**config.mk**
```make
export PLATFORM = sky130hd
export DESIGN_NAME = sma_div
export DESIGN_NICKNAME = d
export VERILOG_FILES = /design/src/hdl/sma_pkg.sv /design/src/hdl/sma_div.sv
export SDC_FILE = /design/constraint.sdc
export NUM_CORES = 1
export LEC_CHECK = 0
export BUFFER_PORTS_ARGS = -buffer_cell sky130_fd_sc_hd__buf_4
export CORE_MARGIN = 2
export CORE_UTILIZATION = 40
export DETAILED_ROUTE_END_ITERATION = 6
export PLACE_DENSITY = 0.64
export SLEW_MARGIN = 20
export SYNTH_ARGS = -nofsm -noshare
export SYNTH_HDL_FRONTEND = slang
export SYNTH_SLANG_ARGS = --single-unit
```
**constraint.sdc**
```tcl
create_clock -name clk -period 2.4 [get_ports clk]
set_clock_uncertainty 0.15 [all_clocks]
set_input_delay 0.48 -clock clk [delete_from_list [all_inputs] [get_ports clk]]
set_output_delay 0.48 -clock clk [all_outputs]
set_load 0.03 [all_outputs]
```
**src/hdl/sma_pkg.sv**
```systemverilog
// Shared types, widths and helpers of the spectral magnitude averager.
`default_nettype none
package sma_pkg;

	localparam int SAMPLE_W  = 16;
	localparam int MAG_W     = 16;
	localparam int HW_W      = 5;
	localparam int ADDR_W    = 6;
	localparam int MEM_DEPTH = 64;
	localparam int FILL_W    = 7;
	localparam int SUM_W     = 22;
	localparam int DVD_W     = 32;
	localparam int DSR_W     = 16;
	localparam int CNT_W     = 5;
	localparam int Q_DEPTH   = 4;
	localparam int QPTR_W    = 2;

	// One bin with its magnitude, handed from the front to the back.
	typedef struct packed {
		logic [MAG_W-1:0]           mag;
		logic signed [SAMPLE_W-1:0] re;
		logic signed [SAMPLE_W-1:0] im;
		logic                       last;
	} item_t;

	typedef struct packed {
		logic             start;
		logic [DVD_W-1:0] dividend;
		logic [DSR_W-1:0] divisor;
	} div_req_t;

	typedef struct packed {
		logic             busy;
		logic             done;
		logic [DVD_W-1:0] quot;
	} div_rsp_t;

	function automatic logic signed [SAMPLE_W-1:0] sat16(input logic signed [SAMPLE_W+1:0] v);
		logic signed [SAMPLE_W+1:0] hi;
		logic signed [SAMPLE_W+1:0] lo;
		hi = 18'sd32767;
		lo = -18'sd32768;
		if (v > hi) begin
			return 16'sh7fff;
		end else if (v < lo) begin
			return 16'sh8000;
		end
		return v[SAMPLE_W-1:0];
	endfunction

endpackage
`default_nettype wire

```
**src/hdl/sma_div.sv**
```systemverilog
// Shared restoring divider, one quotient bit per cycle.
`default_nettype none
module sma_div (
	input  wire                 clk,
	input  wire                 arst_n,
	input  sma_pkg::div_req_t   req,
	output sma_pkg::div_rsp_t   rsp
);

	logic [sma_pkg::DVD_W-1:0] dvd_q;
	logic [sma_pkg::DSR_W-1:0] dsr_q, rem_q;
	logic [sma_pkg::CNT_W-1:0] cnt_q;
	logic busy_q, done_q;
	logic [sma_pkg::DSR_W:0] trial, diff;
	logic ge;

	assign trial = {rem_q, dvd_q[sma_pkg::DVD_W-1]};
	assign diff  = trial - {1'b0, dsr_q};
	assign ge    = (trial >= {1'b0, dsr_q});

	always_comb begin
		rsp.busy = busy_q;
		rsp.done = done_q;
		rsp.quot = dvd_q;
	end

	always_ff @(posedge clk or negedge arst_n) begin
		if (!arst_n) begin
			busy_q <= 1'b0;
			done_q <= 1'b0;
			cnt_q  <= '0;
		end else begin
			done_q <= 1'b0;
			if (req.start) begin
				busy_q <= 1'b1;
				cnt_q  <= '0;
			end else if (busy_q) begin
				cnt_q <= cnt_q + 1'b1;
				if (cnt_q == '1) begin
					busy_q <= 1'b0;
					done_q <= 1'b1;
				end
			end
		end
	end

	always_ff @(posedge clk) begin
		if (req.start) begin
			dvd_q <= req.dividend;
			dsr_q <= req.divisor;
			rem_q <= '0;
		end else if (busy_q) begin
			rem_q <= ge ? diff[sma_pkg::DSR_W-1:0] : trial[sma_pkg::DSR_W-1:0];
			dvd_q <= {dvd_q[sma_pkg::DVD_W-2:0], ge};
		end
	end

endmodule
`default_nettype wire

```
==> results_dict.tcl <==
set metrics [dict create \
    status "finished, violations left" \
    violations "negative setup slack" \
    antenna_found_initial 0 \
    rsz0062_at_grt "true" \
    port_buffers 84 \
    max-slew-margin-rel_pct 60.7 \
    p_leak_nw 2.34 \
    synth_common_cells "edfxtp_1, mux2_2, nand2_1, inv_1, nor2_1" \
    start_kind "flop" \
    clk_pin_slew_ps 80 \
    clk_latency_ps 350 \
    area_growth_pct 36.3 \
    dieWidth_um 103 \
    min_period_over_period_pct 102 \
    clockRootBuffer "clkbuf_8" \
    crit_chain "inv_1 -> ha_1 -> and4b_1 -> nor3b_4 -> a221oi_4 -> or3b_1 -> a311oi_2" \
    start_util_pct 40.5 \
    crit_arrival_ps 2560 \
    grt_pass1_vias 2932 \
    nNetsFinal 530 \
    die_h_um 103 \
    ys_types 63 \
    wl_um 9370 \
    placed_cell_area_um2 4940 \
    drc 0 \
    setup_viol_count_final 6 \
    rows 36 \
    crit_fanout 6 \
    routedWlPerCell_um 15.7 \
    drt_iter0_drc 126 \
    synthTopCellsByArea "edfxtp_1, mux2_2, dfxtp_1, ha_1, dfrtp_1" \
    ys.flop_type "edfxtp_1" \
    drt_first_pass_iters 4 \
    final_hold_viol_count 0 \
    maxSlewViolCount 0 \
    synthesis.nets 409 \
    fp.coreArea_um2 9640 \
    synth_edf_count 48 \
    grt_overflow 0 \
    hpwlAfterDp_um 6940 \
    period_minus_slack_ps 2450 \
    yosysMostFrequentCell "edfxtp_1" \
    synth_area_per_cell_um2 11.5 \
    grt_max_degree 35 \
    grt_pass1_wl_um 14600 \
    hold_path.class "primary input to flop" \
    drive_gt1_share_pct 46.2 \
    drv_cap 0 \
    fmax_mhz 408 \
    critPathRequiredTime_ps 2510 \
    num_antenna_cells 0 \
    cts_sinks 71 \
    p_per_area_nw_per_um2 878 \
    grtUsageTotal_pct 18.4 \
    power.total_w 0.00467 \
    cts.path.max_buffers 2 \
    setup_ws_ps -52.0 \
    crit_slowest_cell "or3b_1" \
    synthesis.area_um2 3900 \
    synthCells 339 \
    die_area_um2 10600 \
    ys_warn_count 0 \
    h-tree-depth 3 \
    ant_nets 0 \
    finalInstanceArea_um2 5320 \
    tightest_slew_ps 588 \
    synth-seq-cells 71 \
    num_vias 3025 \
    async_reset_ff_share_pct 9.86 \
    yosys.area.top_type "edfxtp_1" \
    ys_seq_area_share_pct 49.6 \
    slowest_delay_ps 460 \
    hold_slack_ps 151 \
    fin_util_pct 55.2 \
    cts_inserted_buffers 9 \
    routabilityCongestion 0.876 \
    crit_type "flop to flop" \
    critPathCaptureType "flop" \
    synth_top_area_share_pct 36.9 \
    ir_worst_vdd_mv 0.311 \
    io_pins 85 \
    cts_tree "yes" \
    setup_tns_ps -217 \
    via_per_inst 5.06 \
]
-- kinds of logic (layout without fill, tap and decap cells) --
family / Yosys count / in the layout / synth area share [%]
and+or+nand+nor: 86 / 86 / 11.5
DFF: 71 / 71 / 49.6
AOI/OAI and AO/OA: 70 / 70 / 14.0
buffers and inverters: 43 / 169 / 5.13
muxes: 36 / 36 / 10.3
adders and majority gates: 19 / 19 / 6.28
xor gates and xnor gates: 14 / 14 / 3.14
-- placed cells by master (no fill, tap or decap), types with 3 or more instances in the layout --
cell / instances
nand2b_1: 3
o31ai_1: 4
mux2i_1: 4
a21oi_1: 14
inv_1: 20
nand2_2: 3
nand3_1: 12
a21o_1: 8
buf_4: 128
nor2_1: 19
o21ai_0: 7
dfrtp_1: 7
clkbuf_8: 9
a311oi_1: 3
nand2_1: 23
a311oi_2: 4
dfxtp_1: 14
xor2_1: 7
ha_4: 6
edfxtp_1: 48
nand4_1: 3
nand3_2: 3
mux2_2: 32
xnor2_1: 7
ha_1: 11
-- through the flow --
step	cells	setup slack [ps]
4_1_cts	598	-25.2
2_1_floorplan	339	-140
6_report	598	-52.0
3_5_place_dp	579	-54.5
5_1_grt	598	-158
3_3_place_gp	579	-12.4
-- layout make-up --
cell class	instances	area, um2
Clock buffer	10	128
Clock inverter	6	92.6
Fill cell	845	4320
Inverter	21	78.8
Multi-Input combinational cell	225	1900
Sequential cell	71	1940
Tap cell	133	166
Timing Repair Buffer	132	1010
-- what timing repair did --
action | 4_1_cts | 5_1_grt
gates resized for setup | 15 | 9
hold endpoints to repair | 7 | 0
setup endpoints to repair | 11 | 17
setup buffers | 2 | 0
hold buffers | 1 | 0
pin swaps | 5 | 11
-- path summary, 6_finish.rpt --
path / from / endpoint / slack, ps / cells past startpoint
setup / recovery: dsr_q[14] / rem_q[7] / -50 / 7
hold / removal: req[0] / dsr_q[0] / 150 / 1
setup reg to reg: dsr_q[14] / rem_q[7] / -50 / 7
hold reg to reg: rem_q[15] / rem_q[15] / 350 / 2
max in group asynchronous: arst_n / cnt_q[0] / 1650 / 2
min in group asynchronous: arst_n / cnt_q[2] / 330 / 2
-- registers in the layout, summed over array words and instances, names as in the netlist --
| signal | cells |
|---|---|
| done_q | 1 |
| dvd_q | 32 |
| cnt_q | 5 |
| dsr_q | 16 |
| busy_q | 1 |
| rem_q | 16 |
-- worst max-delay path: cells and delay by family (launching register included) --
kind	cells	cell delay (ps)
compound gates	2	430
fa+ha+maj	1	350
buf+inv	1	40
flops	1	330
simple gates	3	1060
-- power breakdown --
group	internal (W)	switching (W)
Clock	0.000591	0.000492
Sequential	0.00150	0.000136
Combinational	0.000966	0.000989
-- metal layers --
metal,part of all wire [%],vias up,track usage [%]
met5,0,-,0
li1,-,1491,-
met2,48,78,27.6
met1,45,1445,26.4
met4,1.4,0,6.68
met3,5.4,11,3.73
Note: power is estimated with default switching activity, not from simulation.
