--- config.mk ---
export PLATFORM = sky130hd
export DESIGN_NAME = sma_queue
export DESIGN_NICKNAME = d
export VERILOG_FILES = /design/src/hdl/sma_pkg.sv /design/src/hdl/sma_queue.sv
export SDC_FILE = /design/constraint.sdc
export NUM_CORES = 1
export LEC_CHECK = 0
export ABC_AREA = 1
export BUFFER_PORTS_ARGS = -buffer_cell sky130_fd_sc_hd__buf_2
export CAP_MARGIN = 20
export CORE_MARGIN = 5
export CORE_UTILIZATION = 45
export DETAILED_ROUTE_END_ITERATION = 6
export GPL_ROUTABILITY_DRIVEN = 0
export PLACE_DENSITY_LB_ADDON = 0.25
export SLEW_MARGIN = 10
export SYNTH_ARGS = -nofsm -noshare
export SYNTH_HDL_FRONTEND = slang
export SYNTH_SLANG_ARGS = --single-unit
--- constraint.sdc ---
create_clock -name clk -period 2.8 [get_ports clk]
set_input_delay 0.28 -clock clk [delete_from_list [all_inputs] [get_ports clk]]
set_output_delay 0.28 -clock clk [all_outputs]
set_load 0.005 [all_outputs]
--- src/hdl/sma_pkg.sv ---
// Shared types, widths and helpers of the spectral magnitude averager.
`default_nettype none
package sma_pkg;

	localparam int SAMPLE_W  = 16;
	localparam int MAG_W     = 16;
	localparam int HW_W      = 5;
	localparam int ADDR_W    = 6;
	localparam int MEM_DEPTH = 64;
	localparam int FILL_W    = 7;
	localparam int SUM_W     = 22;
	localparam int DVD_W     = 32;
	localparam int DSR_W     = 16;
	localparam int CNT_W     = 5;
	localparam int Q_DEPTH   = 4;
	localparam int QPTR_W    = 2;

	// One bin with its magnitude, handed from the front to the back.
	typedef struct packed {
		logic [MAG_W-1:0]           mag;
		logic signed [SAMPLE_W-1:0] re;
		logic signed [SAMPLE_W-1:0] im;
		logic                       last;
	} item_t;

	typedef struct packed {
		logic             start;
		logic [DVD_W-1:0] dividend;
		logic [DSR_W-1:0] divisor;
	} div_req_t;

	typedef struct packed {
		logic             busy;
		logic             done;
		logic [DVD_W-1:0] quot;
	} div_rsp_t;

	function automatic logic signed [SAMPLE_W-1:0] sat16(input logic signed [SAMPLE_W+1:0] v);
		logic signed [SAMPLE_W+1:0] hi;
		logic signed [SAMPLE_W+1:0] lo;
		hi = 18'sd32767;
		lo = -18'sd32768;
		if (v > hi) begin
			return 16'sh7fff;
		end else if (v < lo) begin
			return 16'sh8000;
		end
		return v[SAMPLE_W-1:0];
	endfunction

endpackage
`default_nettype wire

--- src/hdl/sma_queue.sv ---
// Short queue of magnitude items between front and back.
`default_nettype none
module sma_queue (
	input  wire                   clk,
	input  wire                   arst_n,
	input  wire                   push,
	input  sma_pkg::item_t        push_item,
	output logic                  full,
	input  wire                   pop,
	output sma_pkg::item_t        head,
	output logic                  empty
);

	sma_pkg::item_t slot_q [sma_pkg::Q_DEPTH];
	logic [sma_pkg::QPTR_W-1:0] wptr_q, rptr_q;
	logic [sma_pkg::QPTR_W:0] count_q;

	assign full  = (count_q == 3'(sma_pkg::Q_DEPTH));
	assign empty = (count_q == '0);
	assign head  = slot_q[rptr_q];

	always_ff @(posedge clk or negedge arst_n) begin
		if (!arst_n) begin
			wptr_q  <= '0;
			rptr_q  <= '0;
			count_q <= '0;
		end else begin
			if (push) wptr_q <= wptr_q + 1'b1;
			if (pop) rptr_q <= rptr_q + 1'b1;
			if (push && !pop) count_q <= count_q + 1'b1;
			else if (pop && !push) count_q <= count_q - 1'b1;
		end
	end

	always_ff @(posedge clk) begin
		if (push) slot_q[wptr_q] <= push_item;
	end

endmodule
`default_nettype wire

==> metrics.txt <==
status=finished, final reports clean; setup TNS after final layout=0 ns; static leakage=4.11 nW; fraction of power consumed by the clock network=0.244; most frequent cells in the layout=196 x sky130_fd_sc_hd__edfxtp_1, 150 x sky130_fd_sc_hd__nand2_1, 105 x sky130_fd_sc_hd__inv_1, 103 x sky130_fd_sc_hd__buf_2, 58 x sky130_fd_sc_hd__o211ai_2; DRT iter0 DRCs=279; sort of element at the start of the critical path=register; Synth Cell Area=0.00855 sq mm; final standard cell count with taps included and fillers excluded=988; number of diodes added for antenna fixing=0; average via count per standard cell=4.94; maximum number of buffers from clock root to sink=3; Tcrit/Tclk final=0.850; data required time at the worst endpoint=2.52 ns; startpoint of the lowest-slack register-to-register path=wptr_q[0]; pin count of the biggest net entering global routing=65; Yosys top cell by area=sky130_fd_sc_hd__edfxtp_1; final setup violation count=0; residual antenna-violating net count after detailed routing=0; switching fraction of total power=0.337; clock transition time at the flip-flop clock pins of the worst setup and hold paths=0.06 ns; Ys Warns=0; I/O pin total=104; pre-CTS WS=0.934 ns; clock period minus worst slack=2.38 ns; H-tree depth=1; worst reg2reg path endpoint=slot_q[2][25]; worst hold path depth=1; hold crit path type=primary input to register; layout net count=802; Post-Synth XOR/XNOR Area=0.00410; Fmax achieved=420 MHz; first-pass GRT wire length=26600 microns; FF-to-FF setup slack=0.98 ns; multiplexer share of the synthesized area=0; post-synthesis share of cell area spent on full adders, half adders and majority gates=0.00966; max cap viols=0; sequential cell area fraction in the yosys report=0.709; highest ir drop seen on vdd=0.532 mV; cell count of the worst reg-to-reg path=5; Worst Clk Skew=0.0147 ns; sum of net half-perimeters after detailed placement=10100 microns; routed wire length=16500 microns; syn nets=679; Yosys cell types=21; combinational family with the most area after synthesis=compound AO/OA/AOI/OAI gates; total congestion overflow=0; kind of capture point of the worst setup path=output port; Final WS setup=0.421 ns; complex-gate fraction of the synthesized area=0.121; Core Footprint=0.0187 sq mm; Crit. Startpoint=rptr_q[0]; Cell Count Post-Placement=936; commonest non-fill, non-tap cell in the layout=sky130_fd_sc_hd__edfxtp_1; synthesis-to-finish area growth=17.8%; clock root cell=sky130_fd_sc_hd__clkbuf_16; clock sink count=203; vias=4883; pins over their slew limit=0; clock network latency to the later pin of the worst-skew pair=0.49 ns; cell area power density=1020 mW/mm^2; Syn Area/Cell=13.8 sq um; number of antenna violations at the first check in global routing=3; TritonCTS clock tree=done; Die Outline Area=0.0219 sq mm; Initial Util=0.457; clock buffer count from CTS=21; combinational fraction of design power=0.339; final hold slack=0.0167 ns; total power=10.3 mW; WL per Instance=16.7 microns; drt first pass iters=6; floorplan die height=148 microns; vias in the first global route=5151; die outline width=148 microns; Worst EP arrival=2.10 ns; postcts setup bufs=0; DRC Markers=0; net switching component of the power=3.46 mW; classification of the worst setup path=register to output port; row count=50; setup repair after global routing missed its margin=no; biggest area contributors in the synthesized netlist=sky130_fd_sc_hd__edfxtp_1 69%, sky130_fd_sc_hd__o211ai_2 8.5%, sky130_fd_sc_hd__nand2_1 6.6%; cell count after synthesis=620; capturing instance or port of the critical path=head[2]; internal cell power=6.81 mW; gr usage total=0.153; normalized max-slew margin=0.566; number of flip-flops and latches in the synthesized netlist=203; slew at the pin closest to its max-slew limit=0.650 ns; area share of the leading cell type in the synthesized netlist=0.688; critical-path maximum fanout=64; final count of hold timing violations=0; share of post-route cells with drive strength above 1=0.289; share of synthesized cell area in and, or, nand and nor gates=0.0757; Post-CTS Resized=0; sequential share of power=0.417; I/O Buffers=103
[per-stage QoR]
step | utilization | cell area (sq um)
after floorplan | - | 8550
after global placement | 0.496 | 9280
after detailed placement | 0.496 | 9280
after CTS | 0.538 | 10100
after global routing | 0.538 | 10100
final | 0.538 | 10100
[power groups by stage]
stage               sequential, mW  clock [mW]  combinational (mW)
global route                  4.34        2.71                3.89
global placement              4.31           0                3.46
floorplan                     4.20           0                2.51
CTS                           4.29        2.57                3.58
detailed placement            4.35           0                3.56
finish                        4.29        2.50                3.48
[state kept, by name, summed over array words and instances, names as in the netlist]
| name | count |
|---|---|
| slot_q | 196 |
| rptr_q | 2 |
| wptr_q | 2 |
| count_q | 3 |
[Yosys cell counts]
master / count
sky130_fd_sc_hd__nand2_2: 10
sky130_fd_sc_hd__nand2_1: 150
sky130_fd_sc_hd__buf_6: 14
sky130_fd_sc_hd__nand3_1: 1
sky130_fd_sc_hd__o211ai_2: 58
sky130_fd_sc_hd__xnor2_1: 1
sky130_fd_sc_hd__buf_8: 2
sky130_fd_sc_hd__buf_2: 14
sky130_fd_sc_hd__inv_2: 1
sky130_fd_sc_hd__xor2_1: 3
sky130_fd_sc_hd__o211ai_1: 40
sky130_fd_sc_hd__o21ai_1: 1
sky130_fd_sc_hd__edfxtp_1: 196
sky130_fd_sc_hd__clkbuf_1: 2
sky130_fd_sc_hd__nand4_1: 1
sky130_fd_sc_hd__buf_4: 2
sky130_fd_sc_hd__nor3_1: 2
sky130_fd_sc_hd__ha_1: 5
sky130_fd_sc_hd__inv_1: 109
sky130_fd_sc_hd__dfrtp_1: 7
sky130_fd_sc_hd__fa_1: 1
[kinds of logic (layout without fill, tap and decap cells)]
group	after synthesis	count (layout)
xor gates and xnor gates	4	4
adders and majority gates	6	6
buffers and inverters	144	278
DFF	203	203
and+or+nand+nor	164	164
AOI/OAI and AO/OA	99	99
[timing repair]
item | in CTS | in global routing
hold endpoints to repair | 75 | 0
hold buffers | 18 | 0
setup endpoints to repair | 0 | 0
[critical path, cell delays in order (launching register included)]
cell	delay, ns
sky130_fd_sc_hd__dfrtp_4	0.80
sky130_fd_sc_hd__buf_12	0.35
sky130_fd_sc_hd__nand2_1	0.11
sky130_fd_sc_hd__o211ai_1	0.11
sky130_fd_sc_hd__nand2_1	0.08
sky130_fd_sc_hd__buf_2	0.13
[routing by layer]
layer | part of all wire | GRT usage
met5 | 0.0020 | 0
met4 | 0.020 | 0.0439
met3 | 0.053 | 0.0374
met1 | 0.43 | 0.190
met2 | 0.50 | 0.266
[layout make-up]
class	count	area (sq um)
inverter	110	413
clock inverter	9	68.8
clock buffer	25	541
multi-input combinational	273	1800
timing repair buffer	134	893
sequential	203	6070
fill	1541	8640
tap	234	293
[worst min-delay path by stage]
| stage | start | endpoint | slack (ns) |
|---|---|---|---|
| 2_1_floorplan | arst_n | count_q[0] | -0.02 |
| 3_3_place_gp | arst_n | count_q[2] | 0.12 |
| 6_report | push_item[17] | slot_q[2][17] | 0.02 |
| 4_1_cts | push_item[39] | slot_q[1][39] | 0.001 |
| 3_5_place_dp | arst_n | count_q[1] | 0.13 |
| 5_1_grt | push_item[47] | slot_q[0][47] | 0.004 |
Note: power is estimated with default switching activity, not from simulation.
