<file path="src/hdl/sma_pkg.sv">
// Shared types, widths and helpers of the spectral magnitude averager.
`default_nettype none
package sma_pkg;

	localparam int SAMPLE_W  = 16;
	localparam int MAG_W     = 16;
	localparam int HW_W      = 5;
	localparam int ADDR_W    = 6;
	localparam int MEM_DEPTH = 64;
	localparam int FILL_W    = 7;
	localparam int SUM_W     = 22;
	localparam int DVD_W     = 32;
	localparam int DSR_W     = 16;
	localparam int CNT_W     = 5;
	localparam int Q_DEPTH   = 4;
	localparam int QPTR_W    = 2;

	// One bin with its magnitude, handed from the front to the back.
	typedef struct packed {
		logic [MAG_W-1:0]           mag;
		logic signed [SAMPLE_W-1:0] re;
		logic signed [SAMPLE_W-1:0] im;
		logic                       last;
	} item_t;

	typedef struct packed {
		logic             start;
		logic [DVD_W-1:0] dividend;
		logic [DSR_W-1:0] divisor;
	} div_req_t;

	typedef struct packed {
		logic             busy;
		logic             done;
		logic [DVD_W-1:0] quot;
	} div_rsp_t;

	function automatic logic signed [SAMPLE_W-1:0] sat16(input logic signed [SAMPLE_W+1:0] v);
		logic signed [SAMPLE_W+1:0] hi;
		logic signed [SAMPLE_W+1:0] lo;
		hi = 18'sd32767;
		lo = -18'sd32768;
		if (v > hi) begin
			return 16'sh7fff;
		end else if (v < lo) begin
			return 16'sh8000;
		end
		return v[SAMPLE_W-1:0];
	endfunction

endpackage
`default_nettype wire

</file>
<file path="src/hdl/sma_front.sv">
// Front part: takes a bin and works out its integer magnitude bit pair by bit pair.
`default_nettype none
module sma_front (
	input  wire                                   clk,
	input  wire                                   arst_n,
	input  wire                                   in_valid,
	output logic                                  in_ready,
	input  wire  signed [sma_pkg::SAMPLE_W-1:0]   in_re,
	input  wire  signed [sma_pkg::SAMPLE_W-1:0]   in_im,
	input  wire                                   in_last,
	output logic                                  push,
	output sma_pkg::item_t                        push_item,
	input  wire                                   q_full
);

	typedef enum logic [4:0] {
		F_IDLE = 5'b00001,
		F_SQ   = 5'b00010,
		F_SUM  = 5'b00100,
		F_ITER = 5'b01000,
		F_PUSH = 5'b10000
	} fstate_t;

	fstate_t state_q;
	logic signed [sma_pkg::SAMPLE_W-1:0] re_q, im_q;
	logic last_q;
	logic signed [31:0] sqr_s1, sqi_s1;
	logic [31:0] x_q, res_q, bit_q, trial;
	logic [3:0] iter_q;

	assign in_ready = (state_q == F_IDLE);
	assign push     = (state_q == F_PUSH) && !q_full;
	assign trial    = res_q + bit_q;

	always_comb begin
		push_item.mag  = res_q[sma_pkg::MAG_W-1:0];
		push_item.re   = re_q;
		push_item.im   = im_q;
		push_item.last = last_q;
	end

	always_ff @(posedge clk or negedge arst_n) begin
		if (!arst_n) begin
			state_q <= F_IDLE;
			iter_q  <= '0;
		end else begin
			unique case (state_q)
				F_IDLE: if (in_valid) state_q <= F_SQ;
				F_SQ:   state_q <= F_SUM;
				F_SUM: begin
					iter_q  <= '0;
					state_q <= F_ITER;
				end
				F_ITER: begin
					iter_q <= iter_q + 4'd1;
					if (iter_q == 4'd15) state_q <= F_PUSH;
				end
				F_PUSH: if (!q_full) state_q <= F_IDLE;
				default: state_q <= F_IDLE;
			endcase
		end
	end

	always_ff @(posedge clk) begin
		if (state_q == F_IDLE && in_valid) begin
			re_q   <= in_re;
			im_q   <= in_im;
			last_q <= in_last;
		end
		if (state_q == F_SQ) begin
			sqr_s1 <= re_q * re_q;
			sqi_s1 <= im_q * im_q;
		end
		if (state_q == F_SUM) begin
			x_q   <= sqr_s1 + sqi_s1;
			res_q <= '0;
			bit_q <= 32'h4000_0000;
		end
		if (state_q == F_ITER) begin
			// one root bit per step
			if (x_q >= trial) begin
				x_q   <= x_q - trial;
				res_q <= (res_q >> 1) + bit_q;
			end else begin
				res_q <= res_q >> 1;
			end
			bit_q <= bit_q >> 2;
		end
	end

endmodule
`default_nettype wire

</file>
<file path="config.mk">
export PLATFORM = sky130hd
export DESIGN_NAME = sma_front
export DESIGN_NICKNAME = d
export VERILOG_FILES = /design/src/hdl/sma_pkg.sv /design/src/hdl/sma_front.sv
export SDC_FILE = /design/constraint.sdc
export NUM_CORES = 2
export LEC_CHECK = 0
export ABC_AREA = 0
export CAP_MARGIN = 0
export CORE_ASPECT_RATIO = 0.8
export CORE_UTILIZATION = 40
export DETAILED_ROUTE_END_ITERATION = 7
export DONT_BUFFER_PORTS = 1
export PLACE_DENSITY = 0.58
export SLEW_MARGIN = 10
export SYNTH_ARGS = -nofsm -noshare
export SYNTH_HDL_FRONTEND = slang
export SYNTH_SLANG_ARGS = --single-unit
export TNS_END_PERCENT = 1
</file>
<file path="constraint.sdc">
create_clock -name clk -period 5.7 [get_ports clk]
set_input_delay 0.57 -clock clk [delete_from_list [all_inputs] [get_ports clk]]
set_output_delay 0.57 -clock clk [all_outputs]
set_load 0.01 [all_outputs]
</file>
==> metrics.txt <==
final worst setup slack=-0.428 ns; Mapped Cells=3067; worst path cell trace=buf_4 > buf_4 > and2_4 > fa_1 > inv_1 > fa_2 > fa_1 > inv_1 > fa_1 > fa_1 > inv_1 > fa_1 > inv_2 > ha_4 > a21o_1 > a21o_1 > o21ba_2 > a21oi_2 > a2111oi_4 > o31ai_2 > a221o_1 > a21oi_2 > xnor2_1; number of flops mapped to enable cells by yosys=142; initial antenna violation count=0; Vias=21.3k; initial drt markers=1167; post-synthesis sequential area ratio=17.6%; post-synthesis xor/xnor area fraction=5.33%; total of warnings raised by yosys=0; Req. time, crit path=5.94 ns; # H-tree levels=4; nature of the critical path startpoint=flip-flop; fin. max-slew vios=0; Final Hold Fails=0; Via-to-Cell Ratio=4.92; Synth top area share=32.2%; share of cells above drive strength 1=15.5%; unrepaired setup endpoints after global routing=yes; Synth area leader=fa_1; Worst Path Buf+Inv=6; CTS Sinks=184; die area=74200 µm²; Setup crit end kind=flip-flop; Die Ht=244 µm; post-synthesis mux area share=0.492%; First-pass DRT Iterations=5; combinational family with the most area after synthesis=adder cells; vias in the first global route=22.4k; total grt overflow=0; Main synth FF type=edfxtp_1; period utilisation layout=108%; clock skew=0.0165 ns; final setup fails=21; CP Class=reg2reg; gr busiest metal=met2; #FFs+latches synth=184; Inserted Clock Buffers=17; root buffer cell=clkbuf_16; Adder-Cell Fraction of Synth Area=44.0%; first-pass GRT wire length=115 mm; synthesis-to-layout area growth=15.7%; Post-Route WL=68.0 mm; Cells after DPL=4272; pin count of the biggest net entering global routing=64; Compound-Gate Fraction of Synth Area=11.1%; maximum fanout along the worst path=5; Most common cell on crit path=fa_1; f_max=0.163 GHz; starting density of the core=40.5%; clock slew at reported path FFs=0.09 ns; Critical Path Max Stage Delay=0.54 ns; HP Class=in2reg; Nets=4152; outcome=finished with violations; Final min period=6.13 ns; violated checks=setup timing; final antenna-violating net count=0; grt met1 use=27.8%; Synth Area in Simple Gates=11.5%; Rows=88; Design Area, Final=33800 µm²; gpl congestion=0.878; slew margin rel.=34.0%; Post-Layout Cell Count=4327; setup TNS=-5.82 ns; Antenna diodes=0; dpl cell area=32900 µm²; post-synthesis instance area=29300 µm²; max_cap viols=0; CTS tree=done; Mean Syn Cell Area=9.54 µm²; DRC=0; Post-synth ARST share=4.89%; GRT Total Usage=19.5%; Least-Margin Pin Slew=0.988 ns; Port Buf Inserts=0; met2 usage=31.5%; placed wire-length estimate=56.9 mm; Syn Nets=3850; GRT met3 Usage=2.72%; FILL cells=6993; Area contributors post-synth=fa_1, edfxtp_1, ha_1; clock buffer depth=2; num ports=88; critical path's slowest cell=fa_1; Top delay family on crit path=adder cells; core area=72200 µm²; Clock Latency Late Sink=0.51 ns; Chip Width=304 µm; Unique masters post-synth=86; critical path arrival=6.37 ns; Routed wire per std cell=15.7 µm
-- cell type report --
class	instances	area [µm²]	area share, %
well taps	945	1180	3.49
flip-flops and latches	184	5150	15.2
clock buffers	18	429	1.27
clock inverters	14	155	0.458
inverters	651	2440	7.22
repair buffers	379	2920	8.64
multi-input cells	2136	21600	63.7
-- routing by layer --
layer | wire length, µm | part of all wire, % | vias to the layer above
met5 | 0 | 0 | -
met4 | 929 | 1.4 | 0
met3 | 2310 | 3.4 | 46
met2 | 31300 | 46 | 262
met1 | 33400 | 49 | 10500
li1 | - | - | 10500
-- final timing paths --
path,startpoint,endpoint,slack [ns],cells past startpoint
max reg2reg,im_q[9],sqi_s1[31],-0.43,23
max,im_q[9],sqi_s1[31],-0.43,23
min in group asynchronous,arst_n,state_q[1],0.45,1
min,in_last,last_q,0.15,0
min reg2reg,x_q[15],x_q[15],0.48,2
max in group asynchronous,arst_n,state_q[0],4.91,1
-- synthesized netlist by cell type, types with 14 or more instances --
master	n
nand2_1	260
and3_1	33
nor2_1	164
xnor2_1	121
nand2b_1	19
a211oi_1	27
nor3_1	20
nand4_1	14
o21bai_1	20
o211ai_1	14
a21o_1	59
o21a_1	23
ha_1	275
inv_1	651
or3_1	14
buf_4	17
dfxtp_1	33
a31oi_1	38
nor2b_1	23
a31o_2	15
fa_1	471
a21oi_1	117
and2_1	84
clkbuf_1	66
o21ai_0	84
nand3_1	33
xor2_1	57
edfxtp_1	142
-- timing repair --
| action | in CTS | in global routing |
|---|---|---|
| endpoints found under the setup margin | 26 | 32 |
| hold buffers | 1 | 0 |
| pin swaps | 17 | 4 |
| setup buffers | 18 | 5 |
| hold endpoints to repair | 9 | 0 |
| gates resized for setup | 37 | 15 |
-- cells by family (layout without fill, tap and decap cells) --
logic type / after synthesis / count (layout)
buf+inv: 747 / 1062
fa+ha+maj: 746 / 746
simple gates: 710 / 710
compound gates: 488 / 488
flops: 184 / 184
xor+xnor: 178 / 178
mux: 14 / 14
-- layout by cell type, fill, tap and decap left out, types with 59 or more instances in the layout --
cell type	netlist	layout
a21o_1	59	59
a21oi_1	117	112
and2_1	84	75
buf_4	17	363
edfxtp_1	142	142
fa_1	471	465
ha_1	275	264
inv_1	651	645
nand2_1	260	253
nor2_1	164	159
o21ai_0	84	79
xnor2_1	121	120
-- registers in the layout, indices dropped and copies added, names as in the netlist --
name and count:
x_q 32, bit_q 16, res_q 32, re_q 16, im_q 16, iter_q 4
sqi_s1 31, state_q 5, last_q 1, sqr_s1 31
-- through the flow --
step | setup slack (ns) | hold slack, ns | util (%)
4_1_cts | -0.424 | 0.109 | 46.8
3_5_place_dp | -0.639 | 0.275 | 45.6
2_1_floorplan | -0.303 | 0.274 | -
3_3_place_gp | -0.490 | 0.275 | 45.6
6_report | -0.428 | 0.151 | 46.9
5_1_grt | -0.682 | 0.117 | 46.9
Power is not shown: default switching activity piles up to over one toggle a cycle in this logic, so the estimate is an artifact.
